$ cat src/rtl/lfi_pkg.sv
package lfi_pkg;

	localparam int PORTS_DEF = 4;
	localparam int PORT_W    = 2;
	localparam int CMD_W     = 2;
	localparam int BYTE_W    = 8;
	localparam int CNT_W     = 32;
	localparam int PCT_W     = 7;
	localparam int DLY_W     = 13;
	localparam int MASK_W    = 4;
	localparam int DROP_TBL_W  = 28;
	localparam int CORR_TBL_W  = 28;
	localparam int DLY_TBL_W   = 52;
	localparam int CFG_IDX_W   = 2;
	localparam int CFG_DATA_W  = 52;

	// request codes
	localparam logic [CMD_W-1:0] CMD_TX    = 2'd0;
	localparam logic [CMD_W-1:0] CMD_RX    = 2'd1;
	localparam logic [CMD_W-1:0] CMD_READ  = 2'd2;
	localparam logic [CMD_W-1:0] CMD_CLEAR = 2'd3;

	// register indexes
	localparam logic [CFG_IDX_W-1:0] REG_DOWN_MASK = 2'd0;
	localparam logic [CFG_IDX_W-1:0] REG_DROP_PCT  = 2'd1;
	localparam logic [CFG_IDX_W-1:0] REG_CORR_PCT  = 2'd2;
	localparam logic [CFG_IDX_W-1:0] REG_DELAY     = 2'd3;

	// hash v = count*MUL + OFS, kept incrementally along with its mod-100 residue
	localparam int MOD  = 100;
	localparam int MUL  = 37;
	localparam int OFS  = 17;
	localparam logic [BYTE_W-1:0] CORRUPT_XOR = 8'h5A;
	localparam longint WRAP_RES = (64'd1 << CNT_W) % MOD;           // 2^32 mod 100
	localparam logic [PCT_W-1:0] CNT_STEP      = PCT_W'(1);
	localparam logic [PCT_W-1:0] CNT_STEP_WRAP = PCT_W'((1 + MOD - WRAP_RES) % MOD);
	localparam logic [PCT_W-1:0] V_STEP        = PCT_W'(MUL % MOD);
	localparam logic [PCT_W-1:0] V_STEP_WRAP   = PCT_W'((MUL + MOD - WRAP_RES) % MOD);

	typedef struct packed {
		logic [CNT_W-1:0] frame;
		logic [CNT_W-1:0] drop;
		logic [CNT_W-1:0] rxdrop;
		logic [CNT_W-1:0] corrupt;
		logic [CNT_W-1:0] delay;
		logic [CNT_W-1:0] hash;      // count*37+17 mod 2^32
		logic [PCT_W-1:0] cnt_res;   // count mod 100
		logic [PCT_W-1:0] hash_res;  // hash mod 100
	} port_state_t;

	localparam port_state_t ST_RESET = '{
		frame:    '0,
		drop:     '0,
		rxdrop:   '0,
		corrupt:  '0,
		delay:    '0,
		hash:     CNT_W'(OFS),
		cnt_res:  '0,
		hash_res: PCT_W'(OFS)
	};

	// residue add, both operands below MOD
	function automatic logic [PCT_W-1:0] mod_add(input logic [PCT_W-1:0] r,
		input logic [PCT_W-1:0] a);
		logic [PCT_W:0] s;
		s = {1'b0, r} + {1'b0, a};
		if (s >= (PCT_W+1)'(MOD)) begin
			s = s - (PCT_W+1)'(MOD);
		end
		return s[PCT_W-1:0];
	endfunction

endpackage

$ cat src/rtl/link_fault_injector.sv
// link_fault_injector
// Per-port deterministic fault injector. Each request on the input channel
// (cmd, port, last_byte) yields exactly one result on the output channel:
// drop/corrupt/delay decisions, the possibly corrupted last byte and the
// port's five counters after the request.
// Channels: in_valid/in_stall and out_valid/out_stall; a transfer happens on
// a rising edge with valid high and stall low. Configuration writes use
// cfg_valid/cfg_ready (ready is always high), cfg_index selects the register.
// Write registers only while no request is in flight.
// Path: each request passes the input register, then the result register.
// Throughput: one request per cycle while out_stall is low, also back to back
// on the same port; the per-port counter update is a read-modify-write
// between the two registers.
// Mod-100 decisions use residues kept next to each counter, so no divider.
// Stall: while out_stall holds a waiting result, one more request is taken
// into the input register, then in_stall rises.
// Reset (arst_n low): all counters cleared, registers zeroed, both stages
// empty.
module link_fault_injector
	import lfi_pkg::*;
#(
	parameter int PORTS = PORTS_DEF
) (
	input  logic                  clk,
	input  logic                  arst_n,
	// request channel
	input  logic                  in_valid,
	output logic                  in_stall,
	input  logic [CMD_W-1:0]      cmd,
	input  logic [PORT_W-1:0]     port,
	input  logic [BYTE_W-1:0]     last_byte,
	// result channel
	output logic                  out_valid,
	input  logic                  out_stall,
	output logic                  drop_frame,
	output logic                  corrupt_frame,
	output logic                  delay_frame,
	output logic [DLY_W-1:0]      delay_amount,
	output logic [BYTE_W-1:0]     out_byte,
	output logic [CNT_W-1:0]      frames_seen_count,
	output logic [CNT_W-1:0]      dropped_count,
	output logic [CNT_W-1:0]      rx_dropped_count,
	output logic [CNT_W-1:0]      corrupted_count,
	output logic [CNT_W-1:0]      delayed_count,
	// configuration
	input  logic                  cfg_valid,
	output logic                  cfg_ready,
	input  logic [CFG_IDX_W-1:0]  cfg_index,
	input  logic [CFG_DATA_W-1:0] cfg_data
);

	// config registers
	logic [MASK_W-1:0]     down_mask_q;
	logic [DROP_TBL_W-1:0] drop_tbl_q;
	logic [CORR_TBL_W-1:0] corr_tbl_q;
	logic [DLY_TBL_W-1:0]  dly_tbl_q;

	// input stage
	logic                  valid_s1;
	logic [CMD_W-1:0]      cmd_s1;
	logic [PORT_W-1:0]     port_s1;
	logic [BYTE_W-1:0]     byte_s1;

	// result stage
	logic                  valid_s2;
	logic                  drop_s2;
	logic                  corrupt_s2;
	logic                  delay_s2;
	logic [DLY_W-1:0]      amount_s2;
	logic [BYTE_W-1:0]     byte_s2;
	logic [CNT_W-1:0]      frame_cnt_s2;
	logic [CNT_W-1:0]      drop_cnt_s2;
	logic [CNT_W-1:0]      rxdrop_cnt_s2;
	logic [CNT_W-1:0]      corr_cnt_s2;
	logic [CNT_W-1:0]      delay_cnt_s2;

	port_state_t st_q [PORTS];

	logic          advance;
	logic          fire;
	port_state_t   sel;
	port_state_t   nxt;
	logic          down;
	logic [PCT_W-1:0] dpct;
	logic [PCT_W-1:0] cpct;
	logic [DLY_W-1:0] dly;
	logic          port_ok;
	logic [CNT_W:0] frame_inc;
	logic [CNT_W:0] hash_inc;
	logic          r_drop;
	logic          r_corrupt;
	logic          r_delay;
	logic [DLY_W-1:0]  r_amount;
	logic [BYTE_W-1:0] r_byte;

	assign cfg_ready = 1'b1;

	// result register frees when empty or being taken
	assign advance  = !valid_s2 || !out_stall;
	assign fire     = valid_s1 && advance;
	assign in_stall = valid_s1 && !advance;

	always_ff @(posedge clk or negedge arst_n) begin
		if (!arst_n) begin
			down_mask_q <= '0;
			drop_tbl_q  <= '0;
			corr_tbl_q  <= '0;
			dly_tbl_q   <= '0;
		end else if (cfg_valid && cfg_ready) begin
			unique case (cfg_index)
				REG_DOWN_MASK: down_mask_q <= cfg_data[MASK_W-1:0];
				REG_DROP_PCT:  drop_tbl_q  <= cfg_data[DROP_TBL_W-1:0];
				REG_CORR_PCT:  corr_tbl_q  <= cfg_data[CORR_TBL_W-1:0];
				REG_DELAY:     dly_tbl_q   <= cfg_data[DLY_TBL_W-1:0];
				default: ;
			endcase
		end
	end

	// input stage
	always_ff @(posedge clk or negedge arst_n) begin
		if (!arst_n) begin
			valid_s1 <= 1'b0;
		end else if (!in_stall) begin
			valid_s1 <= in_valid;
		end
	end

	always_ff @(posedge clk) begin
		if (in_valid && !in_stall) begin
			cmd_s1  <= cmd;
			port_s1 <= port;
			byte_s1 <= last_byte;
		end
	end

	// pick the addressed port's state and settings
	always_comb begin
		sel  = '0;
		down = 1'b0;
		dpct = '0;
		cpct = '0;
		dly  = '0;
		for (int i = 0; i < PORTS; i++) begin
			if (port_s1 == PORT_W'(i)) begin
				sel  = st_q[i];
				down = down_mask_q[i];
				dpct = drop_tbl_q[PCT_W*i +: PCT_W];
				cpct = corr_tbl_q[PCT_W*i +: PCT_W];
				dly  = dly_tbl_q[DLY_W*i +: DLY_W];
			end
		end
	end

	assign port_ok   = {1'b0, port_s1} < (PORT_W+1)'(PORTS);
	assign frame_inc = {1'b0, sel.frame} + (CNT_W+1)'(1);
	assign hash_inc  = {1'b0, sel.hash} + (CNT_W+1)'(MUL);

	// decision and counter update
	always_comb begin
		nxt       = sel;
		r_drop    = 1'b0;
		r_corrupt = 1'b0;
		r_delay   = 1'b0;
		r_amount  = '0;
		r_byte    = '0;
		if (cmd_s1 == CMD_TX) begin
			nxt.frame    = frame_inc[CNT_W-1:0];
			nxt.cnt_res  = mod_add(sel.cnt_res,
				frame_inc[CNT_W] ? CNT_STEP_WRAP : CNT_STEP);
			nxt.hash     = hash_inc[CNT_W-1:0];
			nxt.hash_res = mod_add(sel.hash_res,
				hash_inc[CNT_W] ? V_STEP_WRAP : V_STEP);
			r_byte = byte_s1;
			if (down || nxt.cnt_res < dpct) begin
				r_drop   = 1'b1;
				nxt.drop = sel.drop + CNT_W'(1);
			end else if (nxt.hash_res < cpct) begin
				r_corrupt   = 1'b1;
				nxt.corrupt = sel.corrupt + CNT_W'(1);
				r_byte      = byte_s1 ^ CORRUPT_XOR;
			end
			if (dly != '0 && !r_drop) begin
				r_delay   = 1'b1;
				r_amount  = dly;
				nxt.delay = sel.delay + CNT_W'(1);
			end
		end else if (cmd_s1 == CMD_RX) begin
			if (down) begin
				r_drop     = 1'b1;
				nxt.rxdrop = sel.rxdrop + CNT_W'(1);
			end
		end
	end

	// per-port state; out-of-range ports match no entry
	always_ff @(posedge clk or negedge arst_n) begin
		if (!arst_n) begin
			for (int i = 0; i < PORTS; i++) begin
				st_q[i] <= ST_RESET;
			end
		end else if (fire) begin
			for (int i = 0; i < PORTS; i++) begin
				if (cmd_s1 == CMD_CLEAR) begin
					st_q[i] <= ST_RESET;
				end else if (port_s1 == PORT_W'(i)) begin
					st_q[i] <= nxt;
				end
			end
		end
	end

	// result stage
	always_ff @(posedge clk or negedge arst_n) begin
		if (!arst_n) begin
			valid_s2 <= 1'b0;
		end else if (advance) begin
			valid_s2 <= valid_s1;
		end
	end

	always_ff @(posedge clk) begin
		if (fire) begin
			if (cmd_s1 == CMD_CLEAR || !port_ok) begin
				drop_s2       <= 1'b0;
				corrupt_s2    <= 1'b0;
				delay_s2      <= 1'b0;
				amount_s2     <= '0;
				byte_s2       <= '0;
				frame_cnt_s2  <= '0;
				drop_cnt_s2   <= '0;
				rxdrop_cnt_s2 <= '0;
				corr_cnt_s2   <= '0;
				delay_cnt_s2  <= '0;
			end else begin
				drop_s2       <= r_drop;
				corrupt_s2    <= r_corrupt;
				delay_s2      <= r_delay;
				amount_s2     <= r_amount;
				byte_s2       <= r_byte;
				frame_cnt_s2  <= nxt.frame;
				drop_cnt_s2   <= nxt.drop;
				rxdrop_cnt_s2 <= nxt.rxdrop;
				corr_cnt_s2   <= nxt.corrupt;
				delay_cnt_s2  <= nxt.delay;
			end
		end
	end

	assign out_valid         = valid_s2;
	assign drop_frame        = drop_s2;
	assign corrupt_frame     = corrupt_s2;
	assign delay_frame       = delay_s2;
	assign delay_amount      = amount_s2;
	assign out_byte          = byte_s2;
	assign frames_seen_count = frame_cnt_s2;
	assign dropped_count     = drop_cnt_s2;
	assign rx_dropped_count  = rxdrop_cnt_s2;
	assign corrupted_count   = corr_cnt_s2;
	assign delayed_count     = delay_cnt_s2;

endmodule

$ cat config.mk
export PLATFORM = sky130hd
export DESIGN_NAME = link_fault_injector
export DESIGN_NICKNAME = d
export VERILOG_FILES = /design/src/rtl/lfi_pkg.sv /design/src/rtl/link_fault_injector.sv
export SDC_FILE = /design/constraint.sdc
export NUM_CORES = 2
export LEC_CHECK = 0
export ABC_AREA = 1
export BUFFER_PORTS_ARGS = -buffer_cell sky130_fd_sc_hd__buf_2
export CAP_MARGIN = 0
export CORE_MARGIN = 2
export CORE_UTILIZATION = 60
export CTS_CLUSTER_DIAMETER = 150
export DETAILED_ROUTE_END_ITERATION = 8
export HOLD_SLACK_MARGIN = 0.1
export PLACE_DENSITY = 0.78
export SLEW_MARGIN = 20
export SYNTH_ARGS = -nofsm -noshare
export SYNTH_HDL_FRONTEND = slang
export SYNTH_SLANG_ARGS = --single-unit
export TNS_END_PERCENT = 50
$ cat constraint.sdc
create_clock -name clk -period 15.55 [get_ports clk]
set_input_delay 1.555 -clock clk [delete_from_list [all_inputs] [get_ports clk]]
set_output_delay 1.555 -clock clk [all_outputs]
set_load 0.1 [all_outputs]
Yosys cells after proc, flatten, opt, wreduce, memory -nomap -nowiden
Index checks and enable logic that the tools add are counted.

$lt $le $gt $ge: 4. Reductions and logical operators: 30. Bitwise operators: 3. Equality and inequality tests: 8. Mux-type cells: 52. $add $sub $neg: 10.

Operator list (count): $mux W206 (12); $mux W32 (7); $add A32 B1 Y32 const B (4); $mux W110 (1); $mux W7 (14); $mux W64 (1); $mux W13 (4); $add A32 B1 Y33 const B (1); $add A32 B6 Y33 const B (1); $ge A8 B7 Y1 const B (2); $reduce_and A2 Y1 (8); $lt A7 B7 Y1 (2); $sub A7 B7 Y7 const B (2); $reduce_bool A13 Y1 (1); $mux W1 (11); $eq A2 B2 Y1 const B (5); $add A7 B3 Y8 (1); $add A7 B6 Y8 (1); $reduce_bool A2 Y1 (4); $eq A2 B1 Y1 const B (3); $logic_not A2 Y1 (3); $reduce_or A3 Y1 (2); $logic_not A1 Y1 (5); $logic_and A1 B1 Y1 (4); other kinds (6) (8).

Register bits: 1134. Output and inout bits: 187. Logic and storage cells: 158.

Depth between registers and ports, before layout
Word-level depth: 21. Gate-level depth with buffers: 46.

Worst setup path before layout
No wires, ideal clock.

Path type: input to register. Start point: input port out_stall. End point: register st_q[404] in the netlist's numbering. Stages: 11. Arrival: 12.006 ns. Path slack: 3.408 ns. Library setup time: 0.136 ns. Data required time: 15.414 ns. Cells stage by stage: nand2_1 inv_1 nor2_1 inv_1 a21oi_1 clkinv_1 clkbuf_1 clkbuf_1 clkbuf_1 nand2_1 o21ai_0.

Longest elaborated chain between the ends: 4.

RTL lines: from (decl) (line link_fault_injector.sv:34) `input logic out_stall,`; $logic_not A1 Y1 (line link_fault_injector.sv:99) `assign advance = !valid_s2 || !out_stall;`; $logic_or A1 B1 Y1 (line link_fault_injector.sv:99); $logic_and A1 B1 Y1 (line link_fault_injector.sv:100) `assign fire = valid_s1 && advance;`; named net fire (line link_fault_injector.sv:80) `logic fire;`; $reduce_and A2 Y1 (no source line); to (signal, indexed assignment) (line link_fault_injector.sv:207) `st_q[i] <= nxt;`; to (decl) (line link_fault_injector.sv:77) `port_state_t st_q [PORTS];`.

The timed path passes the listed nets, and every way through them passes these cells. A chain may end at the register's enable or synchronous reset.

Worst setup path after layout
Start point: register port_s1[1]. End point: register st_q[262] in the netlist's numbering.

Longest elaborated chain between the ends: 21. Elaborated cells between the ends (all ways): 41.

RTL lines: from (decl) (line link_fault_injector.sv:61) `logic [PORT_W-1:0] port_s1;`; from (signal assigned) (line link_fault_injector.sv:132) `port_s1 <= port;`; $logic_not A2 Y1 (line link_fault_injector.sv:145) `if (port_s1 == PORT_W'(i)) begin`; $mux W206 (4 in series) (line link_fault_injector.sv:145); $add A32 B1 Y33 (line link_fault_injector.sv:156) `assign frame_inc = {1'b0, sel.frame} + (CNT_W+1)'(1);`; $mux W3 (line link_fault_injector.sv:170) `frame_inc[CNT_W] ? CNT_STEP_WRAP : CNT_STEP);`; $add A7 B3 Y8 (line lfi_pkg.sv:66) `s = {1'b0, r} + {1'b0, a};`; $sub A7 B7 Y7 / $ge A8 B7 Y1 (equally long branches) (line lfi_pkg.sv:68, lfi_pkg.sv:67); $mux W7 (line lfi_pkg.sv:67) `if (s >= (PCT_W+1)'(MOD)) begin`; $mux W7 (line link_fault_injector.sv:167) `if (cmd_s1 == CMD_TX) begin`; [2 not listed]; $mux W1 (line link_fault_injector.sv:175) `if (down || nxt.cnt_res < dpct) begin`; $mux W1 (line link_fault_injector.sv:167); $logic_not A1 Y1 (line link_fault_injector.sv:183) `if (dly != '0 && !r_drop) begin`; $logic_and A1 B1 Y1 (line link_fault_injector.sv:183); $mux W32 (line link_fault_injector.sv:183); $mux W110 (line link_fault_injector.sv:167); $mux W206 (line link_fault_injector.sv:206) `end else if (port_s1 == PORT_W'(i)) begin`; $mux W206 (line link_fault_injector.sv:204) `if (cmd_s1 == CMD_CLEAR) begin`.

Parallel ways exist; a longest one is shown, timed or not. The select of a mux whose other input is x is not followed.

==> results.cfg <==
[outcome]
status = finished clean

[cts]
postCtsSetupRepairBufs = 0
cts.sinks = 1134
cts_tree = built
postCtsHoldBufs = 0
clockRootBuffer = clkbuf_16
cts_made_buffers = 113
cts.clk_slew.worst_paths_ps = 60
clock_latency_ps = 700
clock_path_buffers = 3
htreeDepth = 3
post_cts_resized = 0

[synthesis]
synth_xor_area_share_pct = 1.08
synth_area_leaders = dfrtp_1 42%, nand2_1 16%, edfxtp_1 11%
synth_area_mm2 = 0.0553
synth_top_family_by_area = simple AND/OR/NAND/NOR gates
synth_nets = 6862
synth_cells = 6763
ys_seq_elements = 1134
synth_compound_area_share_pct = 12.9
async_flop_share_pct = 82.7
ys_seq_area_share_pct = 53.1
avgSynthCellArea_um2 = 8.18
yosys.area_share.adder_pct = 0.634
ys.warnings.count = 0
synth_top_area_share_pct = 41.7
synth_edf_count = 196
yosysTopAreaCell = dfrtp_1
synthSimpleGateAreaFrac_pct = 24.4
synth_cell_types = 67
synthMuxAreaShare_pct = 0.652
synthFlopType = dfrtp_1

[floorplan]
die_h_um = 308
fp.coreArea_mm2 = 0.0915
io_pins = 258
die-area_mm2 = 0.0946
die_x_um = 308
rows = 111
start_util_pct = 60.4

[setup_path]
reg2reg_to = st_q[262]
slowest_delay_ps = 710
r2r_cells = 38
reg2reg_slack_ps = 6420
cp-end-kind = register
required_ps = 16150
critPathKind = register to register
cpMaxStageDelayCell = buf_4
crit_top_cell = nand2_1
worstPathArrival_ps = 9740
critPathBufInv = 8
cp.depth = 38
crit_family = simple AND/OR/NAND/NOR gates
crit_fanout = 62
r2r-start = port_s1[1]
cp-start-kind = register

[layout]
area_growth_syn_to_layout_pct = 9.69
nets = 6925
layout_common_cells = 2,391 x nand2_1, 922 x dfrtp_1, 728 x o21ai_0
final_common_cell = nand2_1
design_area_mm2 = 0.0607
diodes = 0
drive_gt1_share_pct = 10.1

[sta]
hold_violations = 0
final_max_slew_viol_count = 0
max_freq_mhz = 110
rsz0062_at_grt = false
whs_ps = 473
setup_viol = 0
min_period_ps = 9130
worstMarginPinSlew_ps = 1170
clock_skew_ps = 28.9
final.period_utilization_pct = 58.7
setup_tns_ps = 0
max_slew_margin_pct = 22.0

[route]
vias = 47200
ant_nets = 0
drt_iter0_drc = 5051
via_per_inst = 5.82
drt-wirelength-per-cell_um = 18.9
wirelength_mm = 153
route.detailed.drc = 0
drt_pre_antenna_iters = 6

[worst_hold_path]
holdPathEnd = st_q[632]
hold_depth = 2
hp-start = st_q[632]
hold_path_class = register to register

[global_routing]
grt_max_degree = 183
grt_use_total_pct = 32.5
antenna_found_initial = 2
grt_pass1_vias = 45500
grt_pass1_wl_mm = 246
overflow = 0

[placement]
gp_congestion = 0.968
dp.final_hpwl_mm = 94.4
post_dp_cell_area_mm2 = 0.0569
port_buffers = 256

[power]
power_uw = 10100
seq_power_share_pct = 43.2
total_leakage_power_uw = 0.0287
p_sw_uw = 3800
p_sw_share_pct = 37.6
ir_worst_vdd_v = 0.000118
internal_power_uw = 6300
p_comb_share_pct = 29.7
pwr-share-clk_pct = 27.1
power.density_mw_per_mm2 = 167

[run]
maxCapViolCount = 0
==> layout make-up <==
class	instances	area [um2]
Clock buffer	177	3420
Tap cell	1186	1480
Multi-Input combinational cell	4665	22000
Clock inverter	36	303
Sequential cell	1134	29400
Fill cell	7630	30900
Timing Repair Buffer	310	1730
Inverter	602	2290
==> power groups by stage <==
| stage | Combinational [uW] | Sequential, uW | Clock, uW |
|---|---|---|---|
| after global placement | 2890 | 4360 | 0 |
| after detailed placement | 2980 | 4390 | 0 |
| after floorplan | 1760 | 4850 | 0 |
| final | 3000 | 4370 | 2740 |
| after CTS | 2990 | 4350 | 2760 |
| after global routing | 3350 | 4460 | 2880 |
==> through the flow <==
| stage | setup WS, ps | util [%] | std cells |
|---|---|---|---|
| 3_3_place_gp | 6820 | 62.2 | 7897 |
| 2_1_floorplan | 3410 | - | 6763 |
| 5_1_grt | 5780 | 66.3 | 8110 |
| 6_report | 6420 | 66.3 | 8110 |
| 3_5_place_dp | 6680 | 62.2 | 7897 |
| 4_1_cts | 6620 | 66.3 | 8110 |
==> cell usage after synthesis, types with 11 or more instances <==
cell type	instances
a22o_1	72
nand2_1	2393
o21ai_1	215
o21bai_1	11
ha_1	28
dfstp_2	16
o21ai_0	728
nand3_1	360
a21o_1	20
edfxtp_1	196
a21oi_2	17
buf_4	43
buf_1	18
inv_2	45
nor4_1	20
o21a_1	25
a21oi_1	70
nor3_1	69
nor2_2	18
clkbuf_1	225
xor2_1	64
or2_2	26
mux2_2	24
a31oi_1	11
nor2_1	233
inv_1	554
dfrtp_1	922
o22ai_1	41
buf_2	62
buf_6	14
nand4_1	78
o221ai_1	24
==> worst register-to-register path, delay by kind of cell, from the launching register on <==
family | cells | cell delay, ps
AND/OR/NAND/NOR | 17 | 3000
flip-flops | 1 | 500
adder cells (fa/ha/maj) | 4 | 1130
XOR/XNOR | 2 | 480
AO/OA/AOI/OAI | 7 | 1510
buffers and inverters | 8 | 2420
==> worst max-delay path by stage <==
| stage | start | endpoint |
|---|---|---|
| finish | port_s1[1] | st_q[262] |
| global route | port_s1[1] | st_q[674] |
| CTS | port_s1[1] | st_q[262] |
| detailed placement | port_s1[1] | st_q[262] |
| global placement | port_s1[1] | delayed_count[10] |
| floorplan | out_stall | st_q[404] |
==> logic make-up (layout without fill, tap and decap cells) <==
kind of cell             Yosys count  in the layout
AO/OA/AOI/OAI                   1271           1271
XOR/XNOR                          68             68
adder cells (fa/ha/maj)           28             28
buffers and inverters            964           1125
flip-flops                      1134           1134
multiplexers                      33             33
other                              1              1
AND/OR/NAND/NOR                 3264           3264
==> layer usage <==
metal	global-route usage, %	up-vias	share of wire [%]
met5	0	-	0
li1	-	22100	-
met4	11.9	0	3.2
met3	4.48	289	8.0
met1	45.3	22800	42
met2	52.4	2031	47
==> state kept, by name, indices dropped and copies added, names as in the netlist, 2 cells and up <==
signal and cells:
drop_tbl_q 28, delayed_count 32, corr_tbl_q 28, frames_seen_count 32, port_s1 2, dropped_count 32, corrupted_count 32, dly_tbl_q 52
byte_s1 8, rx_dropped_count 32, delay_amount 13, st_q 824, cmd_s1 2, out_byte 8, down_mask_q 4
Power figures use the tool's default switching activity.
